**config.mk**
```make
export PLATFORM = sky130hd
export DESIGN_NAME = accel_tilt_angles_with_tare
export DESIGN_NICKNAME = d
export VERILOG_FILES = /design/src/rtl/atl_pkg.sv /design/src/rtl/atl_front.sv /design/src/rtl/atl_fifo.sv /design/src/rtl/atl_back.sv /design/src/rtl/accel_tilt_angles_with_tare.sv
export SDC_FILE = /design/constraint.sdc
export NUM_CORES = 2
export LEC_CHECK = 0
export BUFFER_PORTS_ARGS = -buffer_cell sky130_fd_sc_hd__buf_2
export CORE_UTILIZATION = 25
export DETAILED_ROUTE_END_ITERATION = 6
export HOLD_SLACK_MARGIN = 0.05
export PLACE_DENSITY = 0.36
export SKIP_CTS_REPAIR_TIMING = 1
export SYNTH_ARGS = -nofsm -noshare
export SYNTH_HDL_FRONTEND = slang
export SYNTH_SLANG_ARGS = --single-unit
```
**constraint.sdc**
```tcl
create_clock -name i_clk -period 9.01 [get_ports i_clk]
set_input_delay 0.901 -clock i_clk [delete_from_list [all_inputs] [get_ports i_clk]]
set_output_delay 0.901 -clock i_clk [all_outputs]
set_load 0.02 [all_outputs]
```
**src/rtl/atl_pkg.sv**
```systemverilog
// atl_pkg: shared types, constants and the arctangent table for the tilt angle block.
// Used by atl_front, atl_fifo, atl_back and accel_tilt_angles_with_tare.
// No dependencies.
package atl_pkg;

    // Field widths
    localparam int ACC_W   = 16;
    localparam int ANG_OUT = 8;

    // CORDIC datapath: inputs scaled by 2^14, 34-bit signed vector and Q30 angle
    localparam int IN_SHIFT = 14;
    localparam int VEC_W    = 34;
    localparam int ANG_W    = 34;
    localparam int TAB_LEN  = 24;
    localparam int TAB_IW   = 5;

    // Default number of CORDIC iterations (12..24)
    localparam int CORDIC_STEPS_DEF = 18;

    // Queue between front and back
    localparam int Q_DEPTH = 2;

    // pi/2 in Q30
    localparam logic signed [ANG_W-1:0] HALF_PI_Q30 = 34'sd1686629713;

    // Scaling: t = ang * 4500 + 90 * 157 * 2^30, raw = t / (157 * 2^30)
    localparam int T_W = 48;
    localparam logic signed [T_W-1:0] T_OFS = 48'sd14130 <<< 30;
    localparam int U_W = 15;
    // ceil(2^24 / 157), exact for every u below 2^15
    localparam logic [16:0] RECIP_157 = 17'd106862;
    localparam int RECIP_SH = 24;
    localparam int PROD_W   = U_W + 17;
    localparam logic [ANG_OUT-1:0] ANG_MAX = 8'd180;

    // One operand pair of atan2(a, b)
    typedef struct packed {
        logic signed [ACC_W-1:0] a;
        logic signed [ACC_W-1:0] b;
        logic                    zero;
    } t_pair;

    // One classified sample: pairs for yaw, pitch, roll (roll at index 0)
    typedef struct packed {
        t_pair [2:0] pairs;
        logic        tare;
    } t_item;

    // atan(2^-i) * 2^30, truncated
    function automatic logic [30:0] atan_q30(input logic [TAB_IW-1:0] idx);
        logic [30:0] v;
        unique case (idx)
            5'd0:    v = 31'd843314856;
            5'd1:    v = 31'd497837829;
            5'd2:    v = 31'd263043836;
            5'd3:    v = 31'd133525158;
            5'd4:    v = 31'd67021686;
            5'd5:    v = 31'd33543515;
            5'd6:    v = 31'd16775850;
            5'd7:    v = 31'd8388437;
            5'd8:    v = 31'd4194282;
            5'd9:    v = 31'd2097149;
            5'd10:   v = 31'd1048575;
            5'd11:   v = 31'd524287;
            5'd12:   v = 31'd262143;
            5'd13:   v = 31'd131071;
            5'd14:   v = 31'd65535;
            5'd15:   v = 31'd32767;
            5'd16:   v = 31'd16383;
            5'd17:   v = 31'd8191;
            5'd18:   v = 31'd4095;
            5'd19:   v = 31'd2047;
            5'd20:   v = 31'd1023;
            5'd21:   v = 31'd511;
            5'd22:   v = 31'd255;
            5'd23:   v = 31'd127;
            default: v = 31'd0;
        endcase
        return v;
    endfunction

endpackage

```
**src/rtl/atl_front.sv**
```systemverilog
// atl_front: input side; accepts sample beats and builds the three atan2 operand pairs.
// Depends on atl_pkg.
module atl_front (
    input  logic                      i_s_tvalid,
    output logic                      o_s_tready,
    input  logic [47:0]               i_s_tdata,   // accel_x[15:0], accel_y[31:16], accel_z[47:32]
    input  logic                      i_s_tuser,   // tare_request[0]
    input  logic                      i_q_full,
    output logic                      o_q_push,
    output atl_pkg::t_item            o_q_item
);

    logic signed [atl_pkg::ACC_W-1:0] w_x;
    logic signed [atl_pkg::ACC_W-1:0] w_y;
    logic signed [atl_pkg::ACC_W-1:0] w_z;
    logic signed [atl_pkg::ACC_W-1:0] w_ny;

    assign w_x = signed'(i_s_tdata[15:0]);
    assign w_y = signed'(i_s_tdata[31:16]);
    assign w_z = signed'(i_s_tdata[47:32]);

    // Negate y, saturating the most negative value
    assign w_ny = (w_y == 16'sh8000) ? 16'sh7FFF : -w_y;

    // Beat is taken whenever the queue has room
    assign o_s_tready = !i_q_full;
    assign o_q_push   = i_s_tvalid && !i_q_full;

    // Roll (-y, z), pitch (z, x), yaw (x, y)
    always_comb begin
        o_q_item.pairs[0].a    = w_ny;
        o_q_item.pairs[0].b    = w_z;
        o_q_item.pairs[0].zero = (w_ny == '0) && (w_z == '0);
        o_q_item.pairs[1].a    = w_z;
        o_q_item.pairs[1].b    = w_x;
        o_q_item.pairs[1].zero = (w_z == '0) && (w_x == '0);
        o_q_item.pairs[2].a    = w_x;
        o_q_item.pairs[2].b    = w_y;
        o_q_item.pairs[2].zero = (w_x == '0) && (w_y == '0);
        o_q_item.tare          = i_s_tuser;
    end

endmodule

```
**src/rtl/atl_fifo.sv**
```systemverilog
// atl_fifo: short queue of classified samples between front and back.
// Depends on atl_pkg.
module atl_fifo (
    input  logic           i_clk,
    input  logic           i_rst_n,
    input  logic           i_push,
    input  atl_pkg::t_item i_item,
    output logic           o_full,
    input  logic           i_pop,
    output logic           o_valid,
    output atl_pkg::t_item o_item
);

    localparam int PW = (atl_pkg::Q_DEPTH > 1) ? $clog2(atl_pkg::Q_DEPTH) : 1;
    localparam int CW = $clog2(atl_pkg::Q_DEPTH + 1);

    atl_pkg::t_item r_mem [atl_pkg::Q_DEPTH];
    logic [PW-1:0]  r_wr;
    logic [PW-1:0]  r_rd;
    logic [CW-1:0]  r_cnt;
    logic           w_push;
    logic           w_pop;

    assign o_full  = (r_cnt == CW'(atl_pkg::Q_DEPTH));
    assign o_valid = (r_cnt != '0);
    assign o_item  = r_mem[r_rd];
    assign w_push  = i_push && !o_full;
    assign w_pop   = i_pop && o_valid;

    // Storage
    always_ff @(posedge i_clk) begin
        if (w_push) begin
            r_mem[r_wr] <= i_item;
        end
    end

    // Pointers and fill count
    always_ff @(posedge i_clk) begin
        if (!i_rst_n) begin
            r_wr  <= '0;
            r_rd  <= '0;
            r_cnt <= '0;
        end else begin
            if (w_push) begin
                r_wr <= (r_wr == PW'(atl_pkg::Q_DEPTH - 1)) ? '0 : r_wr + 1'b1;
            end
            if (w_pop) begin
                r_rd <= (r_rd == PW'(atl_pkg::Q_DEPTH - 1)) ? '0 : r_rd + 1'b1;
            end
            if (w_push && !w_pop) begin
                r_cnt <= r_cnt + 1'b1;
            end else if (w_pop && !w_push) begin
                r_cnt <= r_cnt - 1'b1;
            end
        end
    end

endmodule

```
**src/rtl/atl_back.sv**
```systemverilog
// atl_back: shared vectoring CORDIC, angle scaling, tare and the output register.
// Depends on atl_pkg.
module atl_back #(
    parameter int CORDIC_STEPS = atl_pkg::CORDIC_STEPS_DEF
) (
    input  logic           i_clk,
    input  logic           i_rst_n,
    input  logic           i_q_valid,
    input  atl_pkg::t_item i_q_item,
    output logic           o_q_pop,
    output logic           o_m_tvalid,
    input  logic           i_m_tready,
    output logic [23:0]    o_m_tdata     // roll[7:0], pitch[15:8], yaw[23:16]
);

    localparam int IW = $clog2(CORDIC_STEPS);
    localparam int VW = atl_pkg::VEC_W;
    localparam int AW = atl_pkg::ANG_W;

    typedef enum logic [6:0] {
        S_IDLE = 7'b0000001,
        S_PREP = 7'b0000010,
        S_ITER = 7'b0000100,
        S_SCL1 = 7'b0001000,
        S_SCL2 = 7'b0010000,
        S_FIN  = 7'b0100000,
        S_DONE = 7'b1000000
    } t_state;

    t_state                       r_state;
    t_state                       n_state;
    atl_pkg::t_item               r_item;
    logic [1:0]                   r_k;
    logic [IW-1:0]                r_iter;
    logic signed [VW-1:0]         r_x;
    logic signed [VW-1:0]         r_y;
    logic signed [AW-1:0]         r_ang;
    logic signed [atl_pkg::T_W-1:0] r_t;
    logic                         r_tpos;
    logic [atl_pkg::PROD_W-1:0]   r_prod;
    logic [7:0]                   r_last [3];
    logic [7:0]                   r_tare [3];
    logic [7:0]                   r_res  [3];
    logic                         r_out_valid;
    logic [23:0]                  r_out_data;

    atl_pkg::t_pair               w_pair;
    logic signed [VW-1:0]         w_a;
    logic signed [VW-1:0]         w_b;
    logic signed [VW-1:0]         w_dx;
    logic signed [VW-1:0]         w_dy;
    logic signed [AW-1:0]         w_atan;
    logic signed [atl_pkg::T_W-1:0] w_ang_ext;
    logic [7:0]                   w_q;
    logic [7:0]                   w_raw;
    logic [7:0]                   w_diff;
    logic                         w_out_load;

    // Operand pair scaled by 2^14
    assign w_pair = i_q_item.pairs[0];
    assign w_a    = {{(VW-atl_pkg::ACC_W-atl_pkg::IN_SHIFT){r_item.pairs[r_k].a[15]}},
                     r_item.pairs[r_k].a, {atl_pkg::IN_SHIFT{1'b0}}};
    assign w_b    = {{(VW-atl_pkg::ACC_W-atl_pkg::IN_SHIFT){r_item.pairs[r_k].b[15]}},
                     r_item.pairs[r_k].b, {atl_pkg::IN_SHIFT{1'b0}}};

    // CORDIC step terms
    assign w_dx   = r_y >>> r_iter;
    assign w_dy   = r_x >>> r_iter;
    assign w_atan = signed'({{(AW-31){1'b0}}, atl_pkg::atan_q30(atl_pkg::TAB_IW'(r_iter))});

    // ang * 4500 as shift-adds: 4096 + 256 + 128 + 16 + 4
    assign w_ang_ext = {{(atl_pkg::T_W-AW){r_ang[AW-1]}}, r_ang};

    // Raw angle from the reciprocal product, clamped
    assign w_q   = r_prod[atl_pkg::RECIP_SH +: 8];
    assign w_raw = !r_tpos ? 8'd0 : ((w_q > atl_pkg::ANG_MAX) ? atl_pkg::ANG_MAX : w_q);
    assign w_diff = (w_raw >= r_tare[r_k]) ? (w_raw - r_tare[r_k]) : (r_tare[r_k] - w_raw);

    assign o_q_pop    = (r_state == S_IDLE) && i_q_valid;
    assign w_out_load = (r_state == S_DONE) && (!r_out_valid || i_m_tready);
    assign o_m_tvalid = r_out_valid;
    assign o_m_tdata  = r_out_data;

    // Sequencer next state
    always_comb begin
        n_state = r_state;
        unique case (r_state)
            S_IDLE: if (i_q_valid) n_state = S_PREP;
            S_PREP: n_state = r_item.pairs[r_k].zero ? S_SCL1 : S_ITER;
            S_ITER: if (r_iter == IW'(CORDIC_STEPS - 1)) n_state = S_SCL1;
            S_SCL1: n_state = S_SCL2;
            S_SCL2: n_state = S_FIN;
            S_FIN:  n_state = (r_k == 2'd2) ? S_DONE : S_PREP;
            S_DONE: if (w_out_load) n_state = S_IDLE;
            default: n_state = S_IDLE;
        endcase
    end

    // Control state
    always_ff @(posedge i_clk) begin
        if (!i_rst_n) begin
            r_state     <= S_IDLE;
            r_k         <= '0;
            r_iter      <= '0;
            r_out_valid <= 1'b0;
            for (int k = 0; k < 3; k++) begin
                r_last[k] <= '0;
                r_tare[k] <= '0;
            end
        end else begin
            r_state <= n_state;
            if (o_q_pop) begin
                r_k <= '0;
                if (i_q_item.tare) begin
                    for (int k = 0; k < 3; k++) begin
                        r_tare[k] <= r_last[k];
                    end
                end
            end
            if (r_state == S_PREP) begin
                r_iter <= '0;
            end else if (r_state == S_ITER) begin
                r_iter <= r_iter + 1'b1;
            end
            if (r_state == S_FIN) begin
                r_last[r_k] <= w_raw;
                r_k         <= r_k + 1'b1;
            end
            if (w_out_load) begin
                r_out_valid <= 1'b1;
            end else if (i_m_tready) begin
                r_out_valid <= 1'b0;
            end
        end
    end

    // Datapath
    always_ff @(posedge i_clk) begin
        if (o_q_pop) begin
            r_item <= i_q_item;
        end
        unique case (r_state)
            S_PREP: begin
                if (r_item.pairs[r_k].zero) begin
                    r_ang <= '0;
                end else if (w_b < 0) begin
                    // Rotate into the right half plane
                    if (w_a >= 0) begin
                        r_x   <= w_a;
                        r_y   <= -w_b;
                        r_ang <= atl_pkg::HALF_PI_Q30;
                    end else begin
                        r_x   <= -w_a;
                        r_y   <= w_b;
                        r_ang <= -atl_pkg::HALF_PI_Q30;
                    end
                end else begin
                    r_x   <= w_b;
                    r_y   <= w_a;
                    r_ang <= '0;
                end
            end
            S_ITER: begin
                if (r_y > 0) begin
                    r_x   <= r_x + w_dx;
                    r_y   <= r_y - w_dy;
                    r_ang <= r_ang + w_atan;
                end else begin
                    r_x   <= r_x - w_dx;
                    r_y   <= r_y + w_dy;
                    r_ang <= r_ang - w_atan;
                end
            end
            S_SCL1: begin
                r_t <= (w_ang_ext <<< 12) + (w_ang_ext <<< 8) + (w_ang_ext <<< 7)
                     + (w_ang_ext <<< 4) + (w_ang_ext <<< 2) + atl_pkg::T_OFS;
            end
            S_SCL2: begin
                r_tpos <= (r_t > 0);
                r_prod <= atl_pkg::PROD_W'(r_t[30 +: atl_pkg::U_W]) * atl_pkg::PROD_W'(atl_pkg::RECIP_157);
            end
            S_FIN: begin
                r_res[r_k] <= w_diff;
            end
            S_IDLE, S_DONE: begin
            end
            default: begin
            end
        endcase
        if (w_out_load) begin
            r_out_data <= {r_res[2], r_res[1], r_res[0]};
        end
    end

    // Assertions
    a_iter_range: assert property (@(posedge i_clk) disable iff (!i_rst_n)
        (r_state == S_ITER) |-> (r_iter <= IW'(CORDIC_STEPS - 1)))
        else $error("CORDIC iteration count out of range");

    a_k_range: assert property (@(posedge i_clk) disable iff (!i_rst_n)
        (r_state == S_FIN) |-> (r_k <= 2'd2))
        else $error("angle index out of range");

    a_raw_max: assert property (@(posedge i_clk) disable iff (!i_rst_n)
        (r_last[0] <= atl_pkg::ANG_MAX) && (r_last[1] <= atl_pkg::ANG_MAX)
        && (r_last[2] <= atl_pkg::ANG_MAX))
        else $error("raw angle above limit");

    a_pop_valid: assert property (@(posedge i_clk) disable iff (!i_rst_n)
        o_q_pop |=> (r_state == S_PREP) && (r_k == 2'd0))
        else $error("pop did not start a new sample");

    a_out_hold: assert property (@(posedge i_clk) disable iff (!i_rst_n)
        (r_state == S_DONE) && r_out_valid && !i_m_tready |=> (r_state == S_DONE))
        else $error("result overwrote a stalled beat");

    // Pair zero flag is only a front-end hint; check the roll pair's flag matches its operands
    a_zero_flag: assert property (@(posedge i_clk) disable iff (!i_rst_n)
        o_q_pop |-> (w_pair.zero == ((w_pair.a == '0) && (w_pair.b == '0))))
        else $error("zero flag does not match roll operands");

endmodule

```
**src/rtl/accel_tilt_angles_with_tare.sv**
```systemverilog
// Tilt angles (roll, pitch, yaw, 0..180) from one accelerometer sample, relative to a tare.
// Samples are processed one at a time: the one shared CORDIC runs the three angles in turn,
// and a new sample is popped from the queue only after the last one has gone to the output
// register; a two-entry queue and the output register let input and output stall
// independently.
// Reset (synchronous, active low) empties the queue and clears stored and tare angles to 0.
module accel_tilt_angles_with_tare #(
    parameter int CORDIC_STEPS = atl_pkg::CORDIC_STEPS_DEF
) (
    input  logic        i_clk,
    input  logic        i_rst_n,
    input  logic        i_s_tvalid,
    output logic        o_s_tready,
    input  logic [47:0] i_s_tdata,   // accel_x[15:0], accel_y[31:16], accel_z[47:32]
    input  logic        i_s_tuser,   // tare_request[0]
    output logic        o_m_tvalid,
    input  logic        i_m_tready,
    output logic [23:0] o_m_tdata    // roll_angle[7:0], pitch_angle[15:8], yaw_angle[23:16]
);

    logic           w_q_full;
    logic           w_q_push;
    atl_pkg::t_item w_push_item;
    logic           w_q_valid;
    logic           w_q_pop;
    atl_pkg::t_item w_pop_item;

    atl_front u_front (
        .i_s_tvalid (i_s_tvalid),
        .o_s_tready (o_s_tready),
        .i_s_tdata  (i_s_tdata),
        .i_s_tuser  (i_s_tuser),
        .i_q_full   (w_q_full),
        .o_q_push   (w_q_push),
        .o_q_item   (w_push_item)
    );

    atl_fifo u_fifo (
        .i_clk   (i_clk),
        .i_rst_n (i_rst_n),
        .i_push  (w_q_push),
        .i_item  (w_push_item),
        .o_full  (w_q_full),
        .i_pop   (w_q_pop),
        .o_valid (w_q_valid),
        .o_item  (w_pop_item)
    );

    atl_back #(
        .CORDIC_STEPS (CORDIC_STEPS)
    ) u_back (
        .i_clk      (i_clk),
        .i_rst_n    (i_rst_n),
        .i_q_valid  (w_q_valid),
        .i_q_item   (w_pop_item),
        .o_q_pop    (w_q_pop),
        .o_m_tvalid (o_m_tvalid),
        .i_m_tready (i_m_tready),
        .o_m_tdata  (o_m_tdata)
    );

endmodule
```
==> results_dict.tcl <==
set metrics [dict create \
    synth-main-ff-cell "edfxtp_1" \
    fin_skew_ns 0.0488 \
    wirelength_mm 133 \
    stdcell_area_sq_um 46600 \
    dp.cells 6017 \
    power_w 0.0139 \
    critPathSlowestCell "nor4b_1" \
    clk_path_buf_depth 3 \
    crit_arrival_ns 7.73 \
    final.setup.tns_ns 0 \
    synth_area_per_cell_sq_um 10.7 \
    cp_slowest_stage_delay_ns 0.86 \
    leakagePower_nw 18.0 \
    vias 30000 \
    worstSetupPathType "flop to flop" \
    worst_pin_slew_ns 1.22 \
    rsz0062_at_grt "no" \
    clock-sinks 508 \
    finalMaxSlewViolations 0 \
    areaGrowthSynthToFinish_pct 12.7 \
    start_util_pct 25.3 \
    place.gp.congestion 0.874 \
    setup_viol_count_final 0 \
    via_per_inst 4.89 \
    cp_data_required_time_ns 9.41 \
    ff2ff_setup_slack_ns 1.69 \
    synth.net_count 4445 \
    detail_route.wl_per_cell_um 21.6 \
    synthCells 3861 \
    relSlewSlack_pct 17.5 \
    pin_count 79 \
    yosysTopAreaCell "edfxtp_1" \
    root_buffer "clkbuf_16" \
    fin_crit_sh_pct 81.3 \
    finalCriticalPeriod_ns 7.32 \
    fin_nets 4496 \
    grt_pass1_wl_mm 200 \
    hp-class "flop to flop" \
    p_per_area_nw_per_um2 299 \
    path_cells "buf_4 > mux4_2 > mux2_2 > mux2i_1 > a222oi_1 > inv_1 > ha_1 > and2_1 > nand2_1 > nor2_1 > nor2_1 > xnor2_1 > ha_1 > nand2_1 > or3_1 > nor4b_1 > o21ai_0 > nand2_1 > a21boi_0 > o21ba_2 > o21bai_1 > xnor2_1 > o21ai_0" \
    insertion_delay_ns 0.69 \
    dr.pass1.iters 5 \
    status "completed" \
    h-tree-depth 3 \
    synth_top_area_share_pct 33.1 \
    dp_hpwl_mm 101 \
    grt_antenna_before_repair 4 \
    core_sq_um 164000 \
    die-area_sq_um 167000 \
    place_area_sq_um 44300 \
    drc_errors 0 \
    start_kind "flop" \
    ys_seq_area_share_pct 35.6 \
    overflow 0 \
    cap_violations 0 \
    syn_area_sq_um 41300 \
    die_h_um 409 \
    grt_pass1_vias 30400 \
    crit_top_cell "nand2_1" \
    rows 148 \
    instances_no_fill 6140 \
    async_flop_share_pct 0 \
    grt_max_degree 68 \
    hold_viol_final 0 \
    drive_above_1_share_pct 12.7 \
    fin_hold_ws_ns 0.416 \
    n_antenna_cell 0 \
    ys_types 102 \
    cts_made_buffers 68 \
    yosys_warnings 0 \
    grt_usage_pct 15.7 \
    ant_nets 0 \
    drt-initial-drc-count 1957 \
    yosys_register_bits 508 \
    vdd_drop_max_uv 233 \
    timing.fmax_mhz 137 \
    cts_tree "yes" \
    io_buffers 78 \
    ys_top_cells_by_area "edfxtp_1, ha_1, fa_1, mux4_2, xnor2_1" \
    die_x_um 409 \
    path_max_fanout 50 \
    synth_edf_count 456 \
    end_kind "flop" \
    path_clk_slew_ns 0.06 \
]
==> layer usage <==
layer	vias to the layer above	routed length, um	global-route usage [%]
li1	14300	-	-
met4	4	3220	4.20
met5	-	27	0
met1	14800	60800	21.1
met2	679	62300	25.7
met3	190	6150	2.77
==> flip-flops by register name, summed over array words and instances, names as in the netlist, 2 cells and up, named ones only <==
| name | flops |
|---|---|
| u_fifo.r_mem | 136 |
| u_back.r_item | 67 |
| u_back.r_t | 46 |
| u_back.r_ang | 34 |
| u_back.r_x | 34 |
| u_back.r_y | 34 |
| u_back.w_atan | 30 |
| o_m_tdata | 24 |
| u_back.r_last | 24 |
| u_back.r_res | 24 |
| u_back.r_tare | 24 |
| u_back.r_prod | 8 |
| u_back.r_state | 7 |
| u_back.r_iter | 5 |
| u_back.r_k | 2 |
| u_fifo.r_cnt | 2 |
==> through the flow <==
step                worst slack [ns]  utilization (%)
floorplan                       1.44                -
global placement                1.76             27.1
detailed placement              1.75             27.1
CTS                             1.71             28.5
global route                    1.13             28.5
finish                          1.69             28.5
==> report_power, final <==
group	leakage, nW	total, W	internal [W]	switching, W
Combinational	12.2	0.00740	0.00314	0.00426
Clock	1.11	0.00280	0.00164	0.00116
Sequential	4.68	0.00372	0.00335	0.000370
Total	18.0	0.0139	0.00814	0.00579
==> Yosys cell counts, types with 10 or more instances <==
cell type and n:
a211oi_1 45, a21boi_0 10, a21o_1 82, a21oi_1 236
a221oi_1 13, a22oi_1 17, a31oi_1 28, and2_1 51
and3_1 28, buf_1 17, buf_2 35, clkbuf_1 88
dfxtp_1 52, edfxtp_1 456, fa_1 170, ha_1 361
inv_1 291, mux2_2 108, mux2i_1 109, mux4_2 89
nand2_1 245, nand2b_1 43, nand3_1 54, nand4_1 18
nor2_1 263, nor2b_1 34, nor3_1 55, nor3b_1 16
nor4_1 41, o211ai_1 21, o21a_1 23, o21ai_0 213
o21bai_1 17, o22ai_1 22, o31ai_1 21, or2_2 11
or3_1 25, or4_1 11, xnor2_1 151, xor2_1 109
==> placed cells by master, fill, tap and decap left out, drive strengths merged, types with 89 or more instances in the layout <==
master	count
edfxtp	456
inv	293
buf	133
xnor2	151
mux2i	109
ha	361
xor2	109
mux4	89
fa	170
a21oi	238
nand2	245
nor2	265
mux2	111
o21ai	223
==> final timing paths <==
check | from | end | depth (start not counted)
setup / recovery | u_back.r_iter[1] | u_back.r_y[25] | 23
hold / removal | u_back.r_res[0][4] | o_m_tdata[4] | 0
setup reg to reg | u_back.r_iter[1] | u_back.r_y[25] | 23
hold reg to reg | u_back.r_res[0][4] | o_m_tdata[4] | 0
==> layout make-up <==
type / count / area (sq um)
Clock buffer: 85 / 1870
Clock inverter: 38 / 445
Fill cell: 17100 / 117000
Inverter: 295 / 1110
Multi-Input combinational cell: 2906 / 24900
Sequential cell: 508 / 14800
Tap cell: 2175 / 2720
Timing Repair Buffer: 133 / 803
==> worst max-delay path: cells and delay by family, from the launching register on <==
kind | cells | cell delay, ns
and+or+nand+nor | 8 | 2.12
muxes | 3 | 1.43
AOI/OAI and AO/OA | 6 | 1.09
DFF | 1 | 0.84
buffers and inverters | 2 | 0.73
adders and majority gates | 2 | 0.52
xor gates and xnor gates | 2 | 0.29
==> cell families after synthesis <==
kind of cell	share of synthesized area, %
and+or+nand+nor	11.3
muxes	10.5
xor gates and xnor gates	5.51
AOI/OAI and AO/OA	13.5
DFF	35.6
buffers and inverters	4.38
adders and majority gates	19.2
Power figures use the tool's default switching activity.
